File: src/rtl/ltt_pkg.sv
// Shared types, sizes and codes for the LRU tag table.
package ltt_pkg;

  localparam int ENTRIES = 16;
  localparam int IDX_W   = 4;
  localparam int CAP_W   = 5;
  localparam int TAG_W   = 64;
  localparam int STAMP_W = 64;

  typedef enum logic {
    OP_LOOKUP   = 1'b0,
    OP_COMPLETE = 1'b1
  } op_e;

  typedef enum logic [2:0] {
    STAT_HIT_READY = 3'd0,
    STAT_HIT_PEND  = 3'd1,
    STAT_ALLOC     = 3'd2,
    STAT_NO_ROOM   = 3'd3,
    STAT_COMPLETED = 3'd4
  } status_e;

  typedef enum logic [1:0] {
    ST_IDLE,
    ST_SCAN,
    ST_FINISH
  } state_e;

  typedef struct packed {
    logic               en_tag;
    logic               en_stamp;
    logic [IDX_W-1:0]   idx;
    logic [TAG_W-1:0]   tag;
    logic [STAMP_W-1:0] stamp;
  } store_wr_t;

  typedef struct packed {
    logic               valid;
    logic               pending;
    logic [IDX_W-1:0]   idx;
    logic [TAG_W-1:0]   tag;
    logic [STAMP_W-1:0] stamp;
  } cand_t;

  typedef struct packed {
    logic               free_found;
    logic [IDX_W-1:0]   free_idx;
    logic               vict_found;
    logic [IDX_W-1:0]   vict_idx;
    logic [STAMP_W-1:0] oldest;
  } best_t;

endpackage

File: src/rtl/ltt_store.sv
// Tag and stamp memories: one write port, one registered read port.
module ltt_store
  import ltt_pkg::*;
(
  input  logic               clk_i,
  input  store_wr_t          wr_i,
  input  logic               rd_en_i,
  input  logic [IDX_W-1:0]   rd_idx_i,
  output logic [TAG_W-1:0]   rd_tag_o,
  output logic [STAMP_W-1:0] rd_stamp_o
);

  logic [TAG_W-1:0]   tag_mem   [ENTRIES];
  logic [STAMP_W-1:0] stamp_mem [ENTRIES];

  always_ff @(posedge clk_i) begin
    if (wr_i.en_tag) begin
      tag_mem[wr_i.idx] <= wr_i.tag;
    end
    if (wr_i.en_stamp) begin
      stamp_mem[wr_i.idx] <= wr_i.stamp;
    end
  end

  always_ff @(posedge clk_i) begin
    if (rd_en_i) begin
      rd_tag_o   <= tag_mem[rd_idx_i];
      rd_stamp_o <= stamp_mem[rd_idx_i];
    end
  end

endmodule

File: src/rtl/ltt_cmp.sv
// Shared compare unit: tag match, first free slot and oldest evictable entry.
module ltt_cmp
  import ltt_pkg::*;
(
  input  logic [TAG_W-1:0] key_i,
  input  cand_t            cand_i,
  input  best_t            best_i,
  output logic             hit_o,
  output logic             hit_pend_o,
  output best_t            best_o
);

  always_comb begin
    hit_o      = cand_i.valid && (cand_i.tag == key_i);
    hit_pend_o = cand_i.pending;
    best_o     = best_i;
    if (!cand_i.valid) begin
      if (!best_i.free_found) begin
        best_o.free_found = 1'b1;
        best_o.free_idx   = cand_i.idx;
      end
    end else if (!cand_i.pending) begin
      if (!best_i.vict_found || (cand_i.stamp < best_i.oldest)) begin
        best_o.vict_found = 1'b1;
        best_o.vict_idx   = cand_i.idx;
        best_o.oldest     = cand_i.stamp;
      end
    end
  end

endmodule

File: src/rtl/lru_tag_table_with_pending_fill_core.sv
// Top level: fully associative LRU tag table with pending fills.
//
// Command channel: an op word is taken at a clock edge with start_i high and
// busy_o low. opcode_i selects a lookup of key_tag_i or the completion of
// the fill of slot_index_i. busy_o stays high until the op is finished.
// Result channel: done_o is high for exactly one cycle with status_o,
// result_slot_o and evicted_o; the receiver cannot stall it.
// A lookup walks the effective capacity one slot per cycle through the
// single compare unit, reading tag and stamp from the slot memory; it stops
// at the first matching slot. When the scan ends, at a hit or past the
// last slot, the FINISH state sets done_o through its output register.
// A completion skips the scan and goes from accept straight to FINISH.
// A new op is taken in the cycle that shows done_o.
// capacity_we_i / capacity_i write the capacity register; the user is to
// write it only while idle, which the block itself does not enforce;
// zero acts as one, values above 16 act as 16.
// Reset clears all valid and pending marks, the use sequence and sets
// capacity to 16; tag and stamp memories are not cleared.
module lru_tag_table_with_pending_fill_core
  import ltt_pkg::*;
(
  input  logic             clk_i,
  input  logic             rst_ni,
  input  logic             start_i,
  output logic             busy_o,
  input  logic             opcode_i,
  input  logic [TAG_W-1:0] key_tag_i,
  input  logic [IDX_W-1:0] slot_index_i,
  input  logic             capacity_we_i,
  input  logic [CAP_W-1:0] capacity_i,
  output logic             done_o,
  output logic [2:0]       status_o,
  output logic [IDX_W-1:0] result_slot_o,
  output logic             evicted_o
);

  state_e             state_q, state_d;
  logic [CAP_W-1:0]   cfg_cap_q;
  op_e                op_q, op_d;
  logic [TAG_W-1:0]   key_q, key_d;
  logic [IDX_W-1:0]   slot_q, slot_d;
  logic [CAP_W-1:0]   cap_q, cap_d;
  logic [CAP_W-1:0]   rd_cnt_q, rd_cnt_d;
  logic               cmp_act_q, cmp_act_d;
  logic [IDX_W-1:0]   cmp_idx_q, cmp_idx_d;
  best_t              best_q, best_d;
  logic               hit_q, hit_d;
  logic               hit_pend_q, hit_pend_d;
  logic [IDX_W-1:0]   hit_idx_q, hit_idx_d;
  logic [ENTRIES-1:0] valid_q, valid_d;
  logic [ENTRIES-1:0] pend_q, pend_d;
  logic [STAMP_W-1:0] seq_q, seq_d;
  logic               done_q, done_d;
  status_e            status_q, status_d;
  logic [IDX_W-1:0]   rslot_q, rslot_d;
  logic               evict_q, evict_d;

  logic [CAP_W-1:0]   cap_eff;
  store_wr_t          wr;
  logic               rd_en;
  logic [IDX_W-1:0]   rd_idx;
  logic [TAG_W-1:0]   rd_tag;
  logic [STAMP_W-1:0] rd_stamp;
  cand_t              cand;
  logic               cmp_hit;
  logic               cmp_hit_pend;
  best_t              cmp_best;
  logic [STAMP_W-1:0] seq_inc;

  ltt_store u_store (
    .clk_i      (clk_i),
    .wr_i       (wr),
    .rd_en_i    (rd_en),
    .rd_idx_i   (rd_idx),
    .rd_tag_o   (rd_tag),
    .rd_stamp_o (rd_stamp)
  );

  always_comb begin
    cand.valid   = valid_q[cmp_idx_q];
    cand.pending = pend_q[cmp_idx_q];
    cand.idx     = cmp_idx_q;
    cand.tag     = rd_tag;
    cand.stamp   = rd_stamp;
  end

  ltt_cmp u_cmp (
    .key_i      (key_q),
    .cand_i     (cand),
    .best_i     (best_q),
    .hit_o      (cmp_hit),
    .hit_pend_o (cmp_hit_pend),
    .best_o     (cmp_best)
  );

  always_comb begin
    if (cfg_cap_q == '0) begin
      cap_eff = CAP_W'(1);
    end else if (cfg_cap_q > CAP_W'(ENTRIES)) begin
      cap_eff = CAP_W'(ENTRIES);
    end else begin
      cap_eff = cfg_cap_q;
    end
  end

  assign seq_inc = seq_q + STAMP_W'(1);

  always_comb begin
    state_d    = state_q;
    op_d       = op_q;
    key_d      = key_q;
    slot_d     = slot_q;
    cap_d      = cap_q;
    rd_cnt_d   = rd_cnt_q;
    cmp_act_d  = cmp_act_q;
    cmp_idx_d  = cmp_idx_q;
    best_d     = best_q;
    hit_d      = hit_q;
    hit_pend_d = hit_pend_q;
    hit_idx_d  = hit_idx_q;
    valid_d    = valid_q;
    pend_d     = pend_q;
    seq_d      = seq_q;
    done_d     = 1'b0;
    status_d   = status_q;
    rslot_d    = rslot_q;
    evict_d    = evict_q;
    rd_en      = 1'b0;
    rd_idx     = rd_cnt_q[IDX_W-1:0];
    wr         = '0;
    wr.tag     = key_q;
    wr.stamp   = seq_inc;

    unique case (state_q)
      ST_IDLE: begin
        if (start_i) begin
          op_d      = op_e'(opcode_i);
          key_d     = key_tag_i;
          slot_d    = slot_index_i;
          cap_d     = cap_eff;
          rd_cnt_d  = '0;
          cmp_act_d = 1'b0;
          best_d    = '0;
          hit_d     = 1'b0;
          state_d   = (op_e'(opcode_i) == OP_COMPLETE) ? ST_FINISH : ST_SCAN;
        end
      end
      ST_SCAN: begin
        if (rd_cnt_q < cap_q) begin
          rd_en     = 1'b1;
          rd_cnt_d  = rd_cnt_q + CAP_W'(1);
          cmp_act_d = 1'b1;
          cmp_idx_d = rd_cnt_q[IDX_W-1:0];
        end else begin
          cmp_act_d = 1'b0;
        end
        if (cmp_act_q) begin
          best_d = cmp_best;
          if (cmp_hit) begin
            hit_d      = 1'b1;
            hit_pend_d = cmp_hit_pend;
            hit_idx_d  = cmp_idx_q;
            cmp_act_d  = 1'b0;
            state_d    = ST_FINISH;
          end
        end else if (rd_cnt_q >= cap_q) begin
          state_d = ST_FINISH;
        end
      end
      ST_FINISH: begin
        state_d = ST_IDLE;
        done_d  = 1'b1;
        evict_d = 1'b0;
        if (op_q == OP_COMPLETE) begin
          status_d = STAT_COMPLETED;
          rslot_d  = slot_q;
          if (valid_q[slot_q] && pend_q[slot_q]) begin
            pend_d[slot_q] = 1'b0;
            wr.en_stamp    = 1'b1;
            wr.idx         = slot_q;
            seq_d          = seq_inc;
          end
        end else if (hit_q) begin
          rslot_d = hit_idx_q;
          if (hit_pend_q) begin
            status_d = STAT_HIT_PEND;
          end else begin
            status_d    = STAT_HIT_READY;
            wr.en_stamp = 1'b1;
            wr.idx      = hit_idx_q;
            seq_d       = seq_inc;
          end
        end else if (best_q.free_found || best_q.vict_found) begin
          status_d    = STAT_ALLOC;
          wr.idx      = best_q.free_found ? best_q.free_idx : best_q.vict_idx;
          rslot_d     = wr.idx;
          evict_d     = !best_q.free_found;
          wr.en_tag   = 1'b1;
          wr.en_stamp = 1'b1;
          valid_d[wr.idx] = 1'b1;
          pend_d[wr.idx]  = 1'b1;
          seq_d       = seq_inc;
        end else begin
          status_d = STAT_NO_ROOM;
          rslot_d  = '0;
        end
      end
      default: begin
        state_d = ST_IDLE;
      end
    endcase
  end

  always_ff @(posedge clk_i or negedge rst_ni) begin
    if (!rst_ni) begin
      state_q   <= ST_IDLE;
      cfg_cap_q <= CAP_W'(ENTRIES);
      valid_q   <= '0;
      pend_q    <= '0;
      seq_q     <= '0;
      done_q    <= 1'b0;
      cmp_act_q <= 1'b0;
      rd_cnt_q  <= '0;
      hit_q     <= 1'b0;
    end else begin
      state_q   <= state_d;
      valid_q   <= valid_d;
      pend_q    <= pend_d;
      seq_q     <= seq_d;
      done_q    <= done_d;
      cmp_act_q <= cmp_act_d;
      rd_cnt_q  <= rd_cnt_d;
      hit_q     <= hit_d;
      if (capacity_we_i) begin
        cfg_cap_q <= capacity_i;
      end
    end
  end

  always_ff @(posedge clk_i) begin
    op_q       <= op_d;
    key_q      <= key_d;
    slot_q     <= slot_d;
    cap_q      <= cap_d;
    cmp_idx_q  <= cmp_idx_d;
    best_q     <= best_d;
    hit_pend_q <= hit_pend_d;
    hit_idx_q  <= hit_idx_d;
    status_q   <= status_d;
    rslot_q    <= rslot_d;
    evict_q    <= evict_d;
  end

  assign busy_o        = (state_q != ST_IDLE);
  assign done_o        = done_q;
  assign status_o      = status_q;
  assign result_slot_o = rslot_q;
  assign evicted_o     = evict_q;

  a_busy_after_start: assert property (@(posedge clk_i) disable iff (!rst_ni)
    (start_i && !busy_o) |=> busy_o)
    else $error("busy not raised after accepted word");

  a_done_single: assert property (@(posedge clk_i) disable iff (!rst_ni)
    done_o |=> !done_o)
    else $error("result strobe held for more than one cycle");

  a_evict_alloc: assert property (@(posedge clk_i) disable iff (!rst_ni)
    (done_o && evicted_o) |-> (status_o == STAT_ALLOC))
    else $error("eviction flagged without allocation");

  a_no_room_slot: assert property (@(posedge clk_i) disable iff (!rst_ni)
    (done_o && status_o == STAT_NO_ROOM) |-> (result_slot_o == '0))
    else $error("no-room result carries a slot");

endmodule
File: config.mk
export PLATFORM = sky130hd
export DESIGN_NAME = lru_tag_table_with_pending_fill_core
export DESIGN_NICKNAME = d
export VERILOG_FILES = /design/src/rtl/ltt_pkg.sv /design/src/rtl/ltt_store.sv /design/src/rtl/ltt_cmp.sv /design/src/rtl/lru_tag_table_with_pending_fill_core.sv
export SDC_FILE = /design/constraint.sdc
export NUM_CORES = 2
export LEC_CHECK = 0
export BUFFER_PORTS_ARGS = -buffer_cell sky130_fd_sc_hd__buf_2
export CORE_ASPECT_RATIO = 1.1
export CORE_MARGIN = 1.5
export CORE_UTILIZATION = 35
export DETAILED_ROUTE_END_ITERATION = 6
export PLACE_DENSITY = 0.52
export SKIP_CTS_REPAIR_TIMING = 1
export SYNTH_ARGS = -nofsm -noshare
export SYNTH_HDL_FRONTEND = slang
export SYNTH_SLANG_ARGS = --single-unit
File: constraint.sdc
create_clock -name clk_i -period 8.9 [get_ports clk_i]
set_clock_uncertainty 0.1 [all_clocks]
set_input_delay 0.89 -clock clk_i [delete_from_list [all_inputs] [get_ports clk_i]]
set_output_delay 0.89 -clock clk_i [all_outputs]
set_load 0.01 [all_outputs]
=== Yosys cells after proc, flatten, opt, wreduce, memory -nomap -nowiden ===
Memory sizes are Yosys's and may differ from the RTL's. A register that Yosys moved wholly into a read port is not among the register bits.
Index checks and enable logic that the tools add are counted.

* Order comparisons: 9
* Reduce and logical (&&, ||, !) cells: 29
* Eq/ne operators: 17
* Multiplexer cells: 68
* $add $sub $neg: 2
* Bitwise logic cells: 7

{| class="wikitable"
|+ Operator list
! cell !! count
|-
| $mux 64 || 5
|-
| $mux 69 || 3
|-
| $mux 74 || 2
|-
| $pmux 74 s2 || 1
|-
| $add 64x1->64 const B || 1
|-
| $eq 64x64->1 || 1
|-
| $lt 64x64->1 || 1
|-
| $mux 16 || 4
|-
| $mux 5 || 8
|-
| $or 16x16->16 || 2
|-
| $mux 1 || 22
|-
| $mux 4 || 5
|-
| $reduce_and 4->1 || 5
|-
| $and 16x16->16 || 1
|-
| $bmux 1 s4 || 4
|-
| $ne 2x2->1 const B || 8
|-
| $not 16->16 || 1
|-
| $lt 4x5->1 const B || 3
|-
| $mux 6 || 2
|-
| $mux 2 || 5
|-
| $pmux 5 s2 || 1
|-
| $ne 3x3->1 const B || 3
|-
| $reduce_and 3->1 || 3
|-
| $demux 1 s4 || 2
|-
| 24 further kinds || 39
|}

* Bits of input ports: 78
* RAM bits: 2048
* Word-level logic and storage cells: 159
* Memories: 2
* Output and inout bits: 10
* Register bits: 276

{| class="wikitable"
|+ Memories
! name !! depth !! bits a word !! rd ports !! clocked after memory_dff !! wr ports !! line !! RTL
|-
| u_store.stamp_mem || 16 || 64 || 1 || 1 || 1 || ltt_store.sv:14 || <nowiki>logic [STAMP_W-1:0] stamp_mem [ENTRIES];</nowiki>
|-
| u_store.tag_mem || 16 || 64 || 1 || 1 || 1 || ltt_store.sv:13 || <nowiki>logic [TAG_W-1:0] tag_mem [ENTRIES];</nowiki>
|}

=== Longest topological paths before layout ===
* Depth after elaboration: 9
* Mapped depth: 12
* Mapped depth without buffers: 9

=== Hierarchy ===
Synthesis repeated with hierarchy kept, for this count alone.

* Cell total of the unflattened synthesis: 4746
* Area, all modules: 96502.6 µm²

{| class="wikitable"
|+ Modules (own cells, without submodules)
! module !! times used !! area each (µm²) !! cells an instance !! sequential area each (µm²)
|-
| ltt_store || 1 || 81039.0 || 3401 || 65342.7
|-
| lru_tag_table_with_pending_fill_core || 1 || 12265.5 || 937 || 7733.7
|-
| ltt_cmp || 1 || 3198.1 || 408 || 0.0
|}

=== Worst setup path after synthesis ===
Ideal clock, no wire load.

* Path type: flip-flop to flip-flop
* Start: register slot_q[3]
* End: memory u_store.stamp_mem[15][0] (enable)
* Required time: 8235 ps
* Data arrival time: 6303 ps
* Setup slack: 1932 ps
* Library setup time: 565 ps
* Path buffers: 2
* Stages on the path, launching flop included: 10
* Cell sequence: edfxtp_1 buf_6 and3b_1 a31oi_1 a2111oi_2 nor3_2 o22ai_1 nand2b_1 buf_1 nor3_1

* Cells in the longest elaborated chain, start to end: 8
* Elaborated cells between the ends (all ways): 10

{| class="wikitable"
|+ Ends and longest elaborated chain
! item !! line !! RTL
|-
| from (decl) || lru_tag_table_with_pending_fill_core.sv:41 || <nowiki>logic [IDX_W-1:0] slot_q, slot_d;</nowiki>
|-
| from (signal assigned) || lru_tag_table_with_pending_fill_core.sv:243 || <nowiki>slot_q <= slot_d;</nowiki>
|-
| $bmux 1 s4 || lru_tag_table_with_pending_fill_core.sv:177 || <nowiki>if (valid_q[slot_q] && pend_q[slot_q]) begin</nowiki>
|-
| $mux 1 (implied by the code) || lru_tag_table_with_pending_fill_core.sv:177 ||
|-
| $logic_and 1x1->1 || lru_tag_table_with_pending_fill_core.sv:177 ||
|-
| $mux 5 * || lru_tag_table_with_pending_fill_core.sv:177 ||
|-
| $mux 5 * || lru_tag_table_with_pending_fill_core.sv:174 || <nowiki>if (op_q == OP_COMPLETE) begin</nowiki>
|-
| $mux 6 * || lru_tag_table_with_pending_fill_core.sv:134 || <nowiki>unique case (state_q)</nowiki>
|-
| $mux 1 || ltt_store.sv:20 || <nowiki>if (wr_i.en_stamp) begin</nowiki>
|-
| $mux 1 (implied by the code) || ltt_store.sv:21 || <nowiki>stamp_mem[wr_i.idx] <= wr_i.stamp;</nowiki>
|-
| to (decl) || ltt_store.sv:14 ||
|}

Every way passes the cells marked *; elsewhere a longest branch is shown, timed or not. The select of a mux whose other input is x is not followed.

=== Worst setup path after layout ===
* Start: register slot_q[3]
* End: memory u_store.tag_mem[13][10] (enable)

* Cells in the longest elaborated chain, start to end: 6
* Elaborated cells between the ends (all ways): 8

{| class="wikitable"
|+ Ends and longest elaborated chain
! item !! line
|-
| $bmux 1 s4 || lru_tag_table_with_pending_fill_core.sv:177
|-
| $mux 1 (implied by the code) || lru_tag_table_with_pending_fill_core.sv:177
|-
| $logic_and 1x1->1 || lru_tag_table_with_pending_fill_core.sv:177
|-
| $mux 5 * || lru_tag_table_with_pending_fill_core.sv:177
|-
| $mux 5 * || lru_tag_table_with_pending_fill_core.sv:174
|-
| $mux 6 * || lru_tag_table_with_pending_fill_core.sv:134
|-
| to (decl) || ltt_store.sv:13
|}

Marked as above.

==> summary.txt <==
synth unique cells -> 69
RR Startpoint -> slot_q[3]
most numerous cell in the Yosys netlist -> edfxtp_1
Total Wirelength -> 222 mm
largest net degree at the start of global routing -> 140
most frequent cells after synthesis -> edfxtp_1, mux4_2, clkbuf_1
# DRC -> 0
highest clock rate -> 203 MHz
sequential fraction of the synthesis area -> 77.0%
Pre-antenna DRT Iters -> 5
synthesized area per cell -> 22.3 um2
Slew HR -> 8.55%
HPWL after DPL -> 122 mm
Critical Path RT -> 9.21 ns
total design power -> 31900 uW
Area contributors post-synth -> edfxtp_1, mux4_2, dfrtp_1
first-pass GRT wire length -> 322 mm
Final Hold Viols -> 10
Max Buffers Root-to-Sink -> 4
Worst-Skew Late Latency -> 0.83 ns
worst setup path startpoint -> slot_q[3]
drt wl/cell -> 26.7 um
number of synthesized flops with an enable pin -> 2341
R2R Path End -> u_store.tag_mem[13][10]
row count -> 200
crit-path max FO -> 49
# clock sinks -> 2452
CTS tree -> yes
failing checks -> hold timing
initial antenna violation count -> 19
Synth top area share -> 74.1%
status -> complete, but fails checks
RSZ-0062 raised after global routing -> no
P_leak -> 0.0347 uW
yosys warns -> 0
Setup violations, final -> 0
main flop type after synthesis -> edfxtp_1
pin slew with the least headroom to its limit -> 1.36 ns
nets -> 4699
Crit-path slowest cell -> buf_4
Worst EP arrival -> 5.23 ns
hold_ws -> -0.0126 ns
Hold Crit Class -> in2async
Worst setup SP type -> register
PortBufs -> 87
Synthesized Nets -> 4407
initial core utilization -> 35.2%
final critical-path required period -> 4.92 ns
worst reg-to-reg setup slack -> 3.98 ns
Die X-Extent -> 499 um
critical path, cell by cell -> and3b_1 > a31oi_1 > a2111oi_2 > nor3_2 > o22ai_1 > nand2_1 > nor2_4 > buf_4
cells on worst reg2reg path -> 8
DR vias -> 42.6k
Max-cap violations -> 0
period utilization -> 55.2%
Die Footprint -> 274000 um2
post-synthesis async set-or-reset flop share -> 4.53%
Post-DRT Antenna Nets -> 0
Peak VDD IR -> 0.241 mV
Final Util -> 40.3%
Reg clk slew, reported paths -> 0.06 ns
io pins -> 88
Syn Std Cell Area -> 94900 um2
Pwr Density -> 293 nW/um2
total track usage -> 16.1%
biggest cell delay along the critical path -> 0.81 ns
die height -> 549 um
placeable core area -> 270000 um2
Setup CP Type -> reg2reg
ratio of cells with drive above 1 in the final layout -> 27.5%
Setup crit end kind -> register
cell count after synthesis -> 4257
DRT iter0 DRCs -> 3478
Synth-to-Final Area Change -> 14.7%
number of synthesized register bits -> 2452
vias per cell -> 5.14
htree depth -> 5
vias in the first global route -> 45.3k
gpl congestion -> 0.778
setup TNS -> 0 ns
max-slew violations -> 0
Num CTS Buffers -> 276
cell accounting for the most synthesized area -> edfxtp_1
Root Buffer Master -> clkbuf_16
grt total ovfl -> 0
==> cell families (layout without fill, tap and decap cells) <==
family	Yosys count	in the layout	synth area share, %
simple gates	462	462	2.54
fa+ha+maj	72	72	0.950
buf+inv	272	765	1.16
xor+xnor	192	192	1.77
flops	2452	2452	77.0
other cells	0	7	0
compound gates	148	148	0.982
mux	659	659	15.6
==> how the worst max path moves through the flow <==
| stage | to | slack [ns] |
|---|---|---|
| 3_5_place_dp | u_store.tag_mem[12][21] | 4.02 |
| 2_1_floorplan | u_store.stamp_mem[15][0] | 1.93 |
| 6_report | u_store.tag_mem[13][10] | 3.98 |
| 5_1_grt | u_store.tag_mem[12][2] | 3.71 |
| 4_1_cts | u_store.tag_mem[13][63] | 4.00 |
| 3_3_place_gp | u_store.tag_mem[14][60] | 4.16 |
==> where the power goes <==
| part | internal, uW | leakage, uW | switching [uW] |
|---|---|---|---|
| logic | 3100 | 0.00773 | 3320 |
| clock network | 6440 | 0.00421 | 4460 |
| registers | 13900 | 0.0228 | 678 |
| total | 23500 | 0.0347 | 8460 |
==> registers in the layout, summed over array words and instances (netlist names), 5 cells and up <==
signal / cells
rd_cnt_q: 5
u_store.rd_stamp_o: 64
seq_q: 64
best_q: 74
u_store.stamp_mem: 1024
key_q: 64
u_store.tag_mem: 1024
cap_q: 5
u_store.rd_tag_o: 64
valid_q: 16
cfg_cap_q: 5
pend_q: 16
==> per-stage QoR <==
step | area, um2 | cells | setup slack (ns)
finish | 109000 | 8292 | 3.98
global route | 109000 | 8287 | 3.71
CTS | 109000 | 8285 | 4.00
detailed placement | 100000 | 7806 | 4.02
global placement | 100000 | 7806 | 4.16
floorplan | 94900 | 4257 | 1.93
==> routing by layer <==
metal,part of all wire [%],GRT usage (%),vias up
met1,41,20.8,23100
met5,0,0,-
li1,-,-,18200
met2,52,28.3,971
met4,2.3,4.23,0
met3,4.3,2.38,350
==> worst max-delay path: cells and delay by family (launching register included) <==
family | cells | cell delay [ns]
compound gates | 3 | 1.37
flops | 1 | 0.56
simple gates | 4 | 1.64
buf+inv | 1 | 0.81
==> area by class of cell <==
cell class	count	area, um2
Fill cell	23600	161000
Antenna cell	7	17.5
Inverter	88	338
Sequential cell	2452	73100
Tap cell	3535	4420
Clock inverter	123	1120
Clock buffer	356	7490
Timing Repair Buffer	198	1340
Multi-Input combinational cell	1533	21000
==> layout by cell type, fill, tap and decap left out, drive strengths merged, types with 3 or more instances in the layout <==
cell         n
edfxtp    2341
mux4       653
clkbuf     356
buf        198
xor2       126
nand2      111
dfrtp      110
inv         94
nor2        93
clkinv      91
and2        76
ha          72
xnor2       66
o21ai       56
nand3       36
a21oi       34
nand4       28
nor3        26
nor4        20
and3        17
bufinv      17
nand2b      15
o21bai      13
or3         12
a21o         9
clkinvlp     9
diode        7
or2          6
and4         6
a211oi       6
a31oi        6
mux2         5
and3b        5
o31ai        4
o22ai        4
nor3b        3
(Power assumes the default switching activity.)
